**src/rtl/core/arx_512bit_permutation_defines.svh**
```systemverilog
// Assertion macros shared by the f512 permutation RTL.
`ifndef ARX_512BIT_PERMUTATION_DEFINES_SVH
`define ARX_512BIT_PERMUTATION_DEFINES_SVH

// Same-cycle implication, checked on every rising clock edge outside reset.
`define ARX_ASSERT_SAME(label, cond, conseq, msg) \
    label: assert property (@(posedge i_clk) disable iff (!i_rst_n) \
        (cond) |-> (conseq)) else $error(msg);

// Next-cycle implication, checked on every rising clock edge outside reset.
`define ARX_ASSERT_NEXT(label, cond, conseq, msg) \
    label: assert property (@(posedge i_clk) disable iff (!i_rst_n) \
        (cond) |=> (conseq)) else $error(msg);

`endif

```
**src/rtl/core/arx512_pkg.sv**
```systemverilog
// Package with types, constants and mixing functions of the f512 permutation.
`timescale 1ns / 1ps

package arx512_pkg;

    localparam int WORD_W     = 32;
    localparam int NUM_WORDS  = 16;
    localparam int IDX_W      = $clog2(NUM_WORDS);
    localparam int ROUND_W    = 5;
    localparam logic [ROUND_W-1:0] MAX_ROUNDS = 5'd16;

    // Sequencer states.
    typedef enum logic [1:0] {
        S_IDLE,
        S_LOAD,
        S_MIX,
        S_EMIT
    } t_state;

    // Round constants, one per round.
    localparam logic [7:0] ROUND_CONST [NUM_WORDS] = '{
        8'hEF, 8'hE0, 8'hD9, 8'hD6, 8'hBA, 8'hB5, 8'h8C, 8'h83,
        8'h10, 8'h1F, 8'h26, 8'h29, 8'h45, 8'h4A, 8'h73, 8'h7C
    };

    // First diffusion: x ^ rotr(x, 7) ^ rotr(x, 8).
    function automatic logic [WORD_W-1:0] diff_a(input logic [WORD_W-1:0] x);
        return x ^ {x[6:0], x[31:7]} ^ {x[7:0], x[31:8]};
    endfunction

    // Second diffusion: x ^ rotr(x, 15) ^ rotr(x, 23).
    function automatic logic [WORD_W-1:0] diff_b(input logic [WORD_W-1:0] x);
        return x ^ {x[14:0], x[31:15]} ^ {x[22:0], x[31:23]};
    endfunction

endpackage

```
**src/rtl/core/arx_512bit_permutation.sv**
```systemverilog
// Top level of the f512 add-rotate-xor permutation with a word-serial interface.
// A word without the last mark is taken whenever the block is idle. A last word keeps
// o_busy high through the load state, which fills the running words, then R rounds of
// sixteen mix steps (R = clamped round count), one per cycle in the shared mixing unit,
// and sixteen result transfers back to back. Results cannot be stalled.
// Reset (synchronous, active low) clears the sequencer and the load index only.
`timescale 1ns / 1ps

`include "arx_512bit_permutation_defines.svh"

module arx_512bit_permutation
    import arx512_pkg::*;
(
    input  logic                i_clk,
    input  logic                i_rst_n,
    input  logic                i_start,
    output logic                o_busy,
    input  logic [WORD_W-1:0]   i_state_word,
    input  logic [7:0]          i_domain,
    input  logic [ROUND_W-1:0]  i_round_count,
    input  logic                i_is_last,
    output logic                o_valid,
    output logic [WORD_W-1:0]   o_out_word,
    output logic                o_out_last
);

    t_state               r_state, n_state;
    logic [IDX_W-1:0]     r_load_idx;
    logic [IDX_W-1:0]     r_step;
    logic [IDX_W-1:0]     r_round;
    logic [ROUND_W-1:0]   r_rounds;
    logic [7:0]           r_domain;
    logic [WORD_W-1:0]    r_store [NUM_WORDS];
    logic [WORD_W-1:0]    r_run   [4];

    logic                 accept;
    logic                 last_step;
    logic                 last_round;
    logic [WORD_W-1:0]    eff0, eff1;
    logic [WORD_W-1:0]    t_sum1, t_mid, t_sum2, t_new;

    assign accept     = i_start && (r_state == S_IDLE);
    assign last_step  = (r_step == IDX_W'(NUM_WORDS - 1));
    assign last_round = ({1'b0, r_round} == (r_rounds - ROUND_W'(1)));

    // Next-state logic.
    always_comb begin
        n_state = r_state;
        case (r_state)
            S_IDLE: begin
                if (accept && i_is_last) begin
                    n_state = S_LOAD;
                end
            end
            S_LOAD: begin
                n_state = (r_rounds == '0) ? S_EMIT : S_MIX;
            end
            S_MIX: begin
                if (last_step && last_round) begin
                    n_state = S_EMIT;
                end
            end
            S_EMIT: begin
                if (last_step) begin
                    n_state = S_IDLE;
                end
            end
            default: n_state = S_IDLE;
        endcase
    end

    // Output decode.
    always_comb begin
        o_busy     = 1'b1;
        o_valid    = 1'b0;
        o_out_last = 1'b0;
        case (r_state)
            S_IDLE: begin
                o_busy = 1'b0;
            end
            S_EMIT: begin
                o_valid    = 1'b1;
                o_out_last = last_step;
            end
            default: begin
                o_busy = 1'b1;
            end
        endcase
    end

    assign o_out_word = r_store[0];

    // Shared mixing unit. The running words rotate each step so that the
    // word slots a, b, c, d always sit at positions 0, 1, 2, 3. At the first
    // step of a round the constant and the domain byte enter slots 0 and 1.
    always_comb begin
        eff0 = r_run[0];
        eff1 = r_run[1];
        if (r_step == '0) begin
            eff0 = r_run[0] ^ {{(WORD_W-8){1'b0}}, ROUND_CONST[r_round]};
            eff1 = r_run[1] ^ {{(WORD_W-8){1'b0}}, r_domain};
        end
        t_sum1 = eff0 + r_run[3];
        t_mid  = diff_a(t_sum1) ^ r_run[2];
        t_sum2 = t_mid + r_store[2];
        t_new  = diff_b(t_sum2) ^ eff1;
    end

    // Sequencer control registers.
    always_ff @(posedge i_clk) begin
        if (!i_rst_n) begin
            r_state    <= S_IDLE;
            r_load_idx <= '0;
            r_step     <= '0;
            r_round    <= '0;
        end else begin
            r_state <= n_state;
            if (accept) begin
                r_load_idx <= i_is_last ? '0 : r_load_idx + IDX_W'(1);
            end
            case (r_state)
                S_LOAD: begin
                    r_step  <= '0;
                    r_round <= '0;
                end
                S_MIX: begin
                    r_step <= r_step + IDX_W'(1);
                    if (last_step) begin
                        r_round <= r_round + IDX_W'(1);
                    end
                end
                S_EMIT: begin
                    r_step <= r_step + IDX_W'(1);
                end
                default: begin
                    r_step <= r_step;
                end
            endcase
        end
    end

    // Captured permutation settings; the round count is clamped to the table.
    always_ff @(posedge i_clk) begin
        if (accept && i_is_last) begin
            r_domain <= i_domain;
            r_rounds <= (i_round_count > MAX_ROUNDS) ? MAX_ROUNDS : i_round_count;
        end
    end

    // State store: indexed write as words are accepted, full rotation while mixing and emitting.
    // Sixteen steps per round and sixteen emit shifts keep word 0 at the head.
    always_ff @(posedge i_clk) begin
        case (r_state)
            S_IDLE: begin
                if (accept) begin
                    r_store[r_load_idx] <= i_state_word;
                end
            end
            S_MIX: begin
                for (int i = 0; i < NUM_WORDS - 1; i++) begin
                    r_store[i] <= r_store[i+1];
                end
                r_store[NUM_WORDS-1] <= t_new;
            end
            S_EMIT: begin
                for (int i = 0; i < NUM_WORDS - 1; i++) begin
                    r_store[i] <= r_store[i+1];
                end
                r_store[NUM_WORDS-1] <= r_store[0];
            end
            default: begin
                r_store[0] <= r_store[0];
            end
        endcase
    end

    // Running words: loaded from words 0, 1, 14, 15, then rotated each step.
    always_ff @(posedge i_clk) begin
        case (r_state)
            S_LOAD: begin
                r_run[0] <= r_store[0];
                r_run[1] <= r_store[1];
                r_run[2] <= r_store[NUM_WORDS-2];
                r_run[3] <= r_store[NUM_WORDS-1];
            end
            S_MIX: begin
                r_run[0] <= eff1;
                r_run[1] <= r_store[2];
                r_run[2] <= r_run[3];
                r_run[3] <= t_new;
            end
            default: begin
                r_run[0] <= r_run[0];
            end
        endcase
    end

    // A result transfer only happens while the block reports busy.
    `ARX_ASSERT_SAME(a_valid_busy, o_valid, o_busy, "result strobe while idle")
    // The last mark comes only with a result transfer.
    `ARX_ASSERT_SAME(a_last_valid, o_out_last, o_valid, "last mark without strobe")
    // A last word always starts the permutation in the next cycle.
    `ARX_ASSERT_NEXT(a_last_load, i_start && !o_busy && i_is_last,
                     r_state == S_LOAD, "permutation did not start")
    // The sixteen results come out back to back.
    `ARX_ASSERT_NEXT(a_burst, o_valid && !o_out_last, o_valid, "gap in result burst")
    // After the final result the block is free again.
    `ARX_ASSERT_NEXT(a_free, o_out_last, !o_busy, "still busy after last result")

endmodule
```
**config.mk**
```make
export PLATFORM = sky130hd
export DESIGN_NAME = arx_512bit_permutation
export DESIGN_NICKNAME = d
export VERILOG_FILES = /design/src/rtl/core/arx512_pkg.sv /design/src/rtl/core/arx_512bit_permutation.sv
export VERILOG_INCLUDE_DIRS = /design/src /design/src/rtl/core
export SDC_FILE = /design/constraint.sdc
export NUM_CORES = 1
export LEC_CHECK = 0
export BUFFER_PORTS_ARGS = -buffer_cell sky130_fd_sc_hd__buf_4
export CAP_MARGIN = 20
export CORE_ASPECT_RATIO = 0.9
export CORE_MARGIN = 10
export CORE_UTILIZATION = 63
export CTS_CLUSTER_DIAMETER = 80
export DETAILED_ROUTE_END_ITERATION = 16
export PLACE_DENSITY = 0.8
export SYNTH_ARGS = -nofsm -noshare
export SYNTH_HDL_FRONTEND = slang
export SYNTH_SLANG_ARGS = --single-unit
```
**constraint.sdc**
```tcl
create_clock -name i_clk -period 9.13 [get_ports i_clk]
set_clock_uncertainty 0.1 [all_clocks]
set_input_delay 0.913 -clock i_clk [delete_from_list [all_inputs] [get_ports i_clk]]
set_output_delay 0.913 -clock i_clk [all_outputs]
set_load 0.02 [all_outputs]
```
==> impl_results.md, run 1 <==
* Mapped Cells at approximately 2,500
* CTS H-tree depth at 3
* Met2 WL at 41,000 microns
* Iter 0 DRT Violations at about 2,400
* Pin count of the biggest net entering global routing at about 240
* Initial antenna violation count at 3
* # setup viols final at 0
* Vias per Instance at 6.52
* Synth warn at 0
* Num CTS Buffers at 66
* Net Count, Synth at 2,586
* Slew HR at 22.9%
* CTS resizes at 0
* Met3 wire len at 8600 microns
* Area share of fa/ha/maj cells after synthesis at between 3 and 4%
* Yosys top cell area share at 59.1%
* Layout area overhead at 10.3%
* Commonest non-fill, non-tap cells in the layout: 653 x edfxtp_1, 504 x a21o_1, 150 x xnor2_1
* Worst Tran Pin Value at 1.15 ns
* Synth area leaders: edfxtp_1 59%, a21o_1 11%, xnor2_1 4.0%, mux2_2 3.1%, ha_1 3.0%
* Worst-path clk slew at 0.06 ns
* Via count at between 20,000 and 25,000
* First-pass GRT wire length at 134,000 microns
* Drt drc at 0
* TritonRoute pass-1 iters at 5
* Sequential share of the synthesized area at 59.9%
* Cell taking the most area after synthesis: edfxtp_1
* Antenna Nets Post-Route at 0
* Post-CTS setup repair buffer count at 0
* F_max at roughly 110 MHz
* Final period util at 95.4%
* Minimum clock period at 8.71 ns
* Hold WS at 0.370 ns
* DRT Wirelength at 90,700 microns
* Crit-path max FO at 9
* RSZ-0062 raised after global routing: false
* DRT met1 WL at a little under 40,000 microns
* GR Util All Layers at between 20 and 30%
* Clock latency on the worst-skew pair at 0.64 ns
* Die Span X at 262 microns
* Complex-gate fraction of the synthesized area at 17.4%
* Outcome: completed
* Number of library cell types mapped by synthesis at 87
* WS Path Type: reg -> reg
* Fin. Hold Viols at 0
* IO buf count at 83
* Post-Syn Area at 33,200 sq um
* Starting Density at 64.0%
* Dpl hpwl at 63,400 microns
* CTS tree: done
* CTS Hold Bufs at 0
* Fin nets at about 2,600
* Worst EP arrival at 8.93 ns
* Core Area at 51,900 sq um
* Grt ovf at 0
* Post-Syn Area per Cell at 13.5 sq um
* Clock Sinks at ~670
* Largest family of logic cells by synthesized area: compound AO/OA/AOI/OAI gates
* Fillers at 3,410
* Ys async rst share at 0%
* Die ar. at 62,300 sq um
* Clock tree buffer depth at 3
* Required @ worst endpoint at about 9.4 ns
* Final GP Congestion at approximately 0.95
* # rows at slightly below 80
* Simple-gate share of the synthesized area at around 4.9%
* Top Layer Used: met5
* I/O pins at 84
* Share of cells above drive strength 1 at 14.0%
* Wirelength per Cell at about 28 microns
* #FFs+latches synth at approximately 670
* Number of max-cap violations at 0
* Post-synth EDFFs at about 650
* Commonest non-fill, non-tap cell in the layout: edfxtp_1
* Xor/xnor share of the synthesized area at 8.09%
* Critical Path Source Type: flip-flop
* Die span in y at 238 microns
* Worst Hold Class: in -> reg
* Critical Path End Type: flip-flop
* Setup TNS at 0 ns
* Slew Limit Fails at 0
* Vias in the first global route at between 20,000 and 25,000
* Multiplexer share of the synthesized area at 3.99%
* Root buf cell: clkbuf_16
* Top_reg_cell synth: edfxtp_1
[through the flow]
step,cell area [sq um],util (%),instances,worst slack (ns)
final,36600,70.6,3193,0.423
after global routing,36600,70.6,3192,0.118
after CTS,36600,70.5,3190,0.571
after detailed placement,34400,66.4,3080,0.641
after global placement,34400,66.4,3080,0.755
after floorplan,33200,-,2455,2.09
[critical path, stage by stage (launching register included)]
cell and delay [ns]:
dfxtp_1 0.52, inv_1 0.15, ha_1 0.35, xor2_1 0.17, or4b_2 0.67, xnor2_1 0.24, inv_1 0.08, fa_1 0.42
nor2b_1 0.20, o31a_1 0.21, o31a_1 0.36, a41oi_1 0.22, nand2b_1 0.21, or3_1 0.34, a31oi_1 0.74, xnor2_1 0.19
xnor2_1 0.34, ha_1 0.39, a21oi_1 0.17, o21ai_1 0.12, a221oi_1 0.52, nor2_1 0.19, or2_1 0.30, a2111oi_4 0.62
xor2_1 0.25, mux2i_1 0.26, a21oi_1 0.07
[layer usage]
| metal | GRT usage, % | vias up |
|---|---|---|
| li1 | - | 9176 |
| met1 | 42.7 | 10600 |
| met2 | 43.6 | 916 |
| met3 | 6.55 | 133 |
| met4 | 7.90 | 2 |
| met5 | 0 | - |
[synth_stat cells, drive strengths merged (44+ instances only)]
| master | number |
|---|---|
| nor2 | 79 |
| a21o | 504 |
| o21ai | 69 |
| xor2 | 62 |
| clkbuf | 160 |
| ha | 80 |
| xnor2 | 151 |
| edfxtp | 653 |
| inv | 44 |
| mux2 | 90 |
| nand2 | 86 |
| a21oi | 92 |
[flip-flops by register name (all words and copies together), names as in the netlist]
name	cells
r_store	512
r_run	128
r_domain	8
r_rounds	5
r_load_idx	4
r_round	4
r_step	4
r_state	2
[final cells by class]
cell class / count / area [sq um] / share of cell area [%]
flip-flops and latches: 667 / 19900 / 54.3
multi-input cells: 1570 / 12700 / 34.6
clock buffers: 78 / 1740 / 4.75
repair buffers: 113 / 886 / 2.42
well taps: 688 / 861 / 2.35
clock inverters: 32 / 395 / 1.08
inverters: 44 / 165 / 0.451
diodes: 1 / 2.50 / 0.00683
[kinds of logic (layout without fill, tap and decap cells)]
kind of cell    count (synthesis)  count (layout)
compound gates                798             798
xor+xnor                      249             249
fa+ha+maj                      82              82
buf+inv                       218             267
flops                         667             667
mux                           121             121
other cells                     0               1
simple gates                  320             320
[path summary, 6_finish.rpt]
check                                     from               to  slack, ns  depth (start not counted)
worst max-delay path                r_round[0]  r_store[15][29]       0.42                         26
worst min-delay path               i_domain[6]      r_domain[6]       0.37                          1
worst max register to register      r_round[0]  r_store[15][29]       0.42                         26
worst min register to register  r_store[10][2]    r_store[9][2]       0.39                          1
Power of run 1 is left out: the tool's default activity adds up to more than one toggle a clock period on the data nets, which glitch-free logic cannot reach.
==> inputs of run 2 (changes only) <==
--- a/config.mk
+++ b/config.mk
@@ -6,14 +6,14 @@
 export SDC_FILE = /design/constraint.sdc
 export NUM_CORES = 1
 export LEC_CHECK = 0
-export BUFFER_PORTS_ARGS = -buffer_cell sky130_fd_sc_hd__buf_4
+export BUFFER_PORTS_ARGS = -buffer_cell sky130_fd_sc_hd__buf_2
 export CAP_MARGIN = 20
 export CORE_ASPECT_RATIO = 0.9
-export CORE_MARGIN = 10
-export CORE_UTILIZATION = 63
+export CORE_MARGIN = 4
+export CORE_UTILIZATION = 57
 export CTS_CLUSTER_DIAMETER = 80
 export DETAILED_ROUTE_END_ITERATION = 16
-export PLACE_DENSITY = 0.8
+export PLACE_DENSITY = 0.77
 export SYNTH_ARGS = -nofsm -noshare
 export SYNTH_HDL_FRONTEND = slang
 export SYNTH_SLANG_ARGS = --single-unit
==> constraint.sdc (replaced) <==
create_clock -name i_clk -period 7.5 [get_ports i_clk]
set_clock_uncertainty 0.1 [all_clocks]
set_input_delay 0.75 -clock i_clk [delete_from_list [all_inputs] [get_ports i_clk]]
set_output_delay 0.75 -clock i_clk [all_outputs]
set_load 0.02 [all_outputs]
==> impl_results.md, run 2 (synthesis results as in run 1) <==
* Routing usage on met3 at 4.88% (-1.7 points)
* Antenna Nets Post-Route at 0 (unchanged)
* Busiest grt layer: met1
* Clock latency on the worst-skew pair at 0.62 ns (-0.02 ns)
* Layout area overhead at 13.4%
* Vias in the first global route at 20,300 (-0.68%)
* Share of cells above drive strength 1 at 19.3% (+5.3 points)
* I/O pins at 84 (unchanged)
* Die Span X at 262 microns (+0.16%)
* Util after Layout at 65.7% (-4.9 points)
* WS Path Type: reg -> reg
* Die span in y at 237 microns (-0.35%)
* Slew HR at 30.5% (+7.6 points)
* Multi-input logic area at 12,900 sq um (+1.4%)
* Pin count of the biggest net entering global routing at 214 (-8.9%)
* Final period util at 96.2% (+0.83 points)
* Placed cell count at 3,284 (+6.6%)
* Final std cells w/o fill at 3,406 (+6.7%)
* Fin nets at 2,721 (+4.9%)
* Biggest register: r_store
* # setup viols final at 0 (unchanged)
* Commonest non-fill, non-tap cell in the layout: edfxtp_1
* CTS Hold Bufs at 0 (unchanged)
* Crit-path max cell delay at 0.69 ns (-0.05 ns)
* Worst EP arrival at 7.45 ns (-1.48 ns)
* Register Area at 19,900 sq um (about the same)
* Worst Setup SP: r_round[1]
* Worst Tran Pin Value at 1.04 ns (-0.114 ns)
* Wirelength per Cell at 26.7 microns (-6.0%)
* Vias per Instance at 6.23 (-4.4%)
* CTS tree: done
* Root buf cell: clkbuf_16
* Final GP Congestion at 0.991 (+3.9%)
* Worst-path clk slew at 0.07 ns (about the same)
* First-pass GRT wire length at 134,000 microns (-0.57%)
* Worst Hold Class: in -> reg
* Starting Density at 57.9% (-6.1 points)
* Critical Path Source Type: flip-flop
* Dpl hpwl at 64,900 microns (+2.3%)
* IO buf count at 83 (unchanged)
* DRT Wirelength at 90,900 microns (+0.26%)
* Grt ovf at 0 (unchanged)
* Clock Sinks at 667 (unchanged)
* GR Util met1 at 44.2% (+1.5 points)
* GR Util All Layers at 28.7% (-0.53 points)
* Num CTS Buffers at 66 (unchanged)
* Number of max-cap violations at 0 (unchanged)
* Initial antenna violation count at 2 (-1)
* Fillers at 4,095 (+20%)
* CTS H-tree depth at 3 (unchanged)
* Outcome: completed
* Required @ worst endpoint at 7.73 ns (-1.62 ns)
* Commonest non-fill, non-tap cells in the layout: 653 x edfxtp_1, 504 x a21o_1, 154 x buf_4
* Largest registers: r_store (512), r_run (128), r_domain (8)
* Iter 0 DRT Violations at 2,657 (+11%)
* # rows at 83 (+5.1%)
* HP Start: i_domain[5]
* Critical Path End Type: flip-flop
* GR Util met2 at 43.0% (-0.62 points)
* Minimum clock period at 7.22 ns (-1.49 ns)
* Via count at 21,200 (+2.0%)
* Core Area at 57,300 sq um (+10%)
* TritonRoute pass-1 iters at 5 (unchanged)
* Max reg flops at 512 (unchanged)
* R2r startpoint: r_round[1]
* Critical path's slowest cell: or4b_2
* F_max at 139 MHz (+21%)
* Drt drc at 0 (unchanged)
* Fin. Hold Viols at 0 (unchanged)
* Clock tree buffer depth at 3 (unchanged)
* Crit-path max FO at 4 (-5)
* Die ar. at 62,200 sq um (-0.19%)
* Slew Limit Fails at 0 (unchanged)
[run 2: changes by cell type in the layout (fill, tap and decap cells not counted), moves of 4 or more]
cell / change
buf_2: +83
buf_4: +44
clkbuf_1: +6
clkinv_1: -6
clkinv_2: +11
xnor2_1: -4
[run 2: worst paths after layout]
path	end	slack (ns)	depth (start not counted)
setup / recovery	r_store[15][4]	0.28	28
hold / removal	r_domain[5]	0.20	1
setup reg to reg	r_store[15][4]	0.28	28
hold reg to reg	r_store[7][19]	0.42	1
[run 2: final cells by class]
type	instances	area share [%]
sequential	667	52.8
tap	765	2.54
clock buffer	83	4.58
inverter	44	0.439
clock inverter	35	1.05
timing repair buffer	241	4.38
multi-input combinational	1570	34.2
antenna	1	0.00665
[run 2: layer usage]
metal	vias to the layer above	share of wire [%]
met5	-	0
met4	0	2.4
met3	124	8.4
met2	881	45
met1	10800	45
li1	9427	-
[run 2: worst max-delay path, delay by kind of cell (launching register included)]
kind,cells,cell delay (ns)
DFF,1,0.33
and+or+nand+nor,5,1.24
buffers and inverters,5,0.73
xor gates and xnor gates,7,1.81
AOI/OAI and AO/OA,8,1.82
adders and majority gates,3,0.88
[run 2: timing repair]
| action | 4_1_cts | 5_1_grt |
|---|---|---|
| buffers inserted | 0 | 2 |
| setup endpoints to repair | 0 | 58 |
| resized for setup | 0 | 30 |
[run 2: stage by stage]
| stage | hold slack, ns | setup TNS, ns | worst slack (ns) | area (sq um) |
|---|---|---|---|---|
| 2_1_floorplan | 0.386 | 0 | 0.464 | 33200 |
| 3_3_place_gp | 0.396 | 0 | 0.0918 | 35300 |
| 3_5_place_dp | 0.401 | 0 | 0.165 | 35300 |
| 4_1_cts | 0.187 | 0 | 0.0920 | 37400 |
| 5_1_grt | 0.183 | -0.226 | -0.0436 | 37600 |
| 6_report | 0.205 | 0 | 0.285 | 37600 |
Power of run 2 is left out for the same reason.
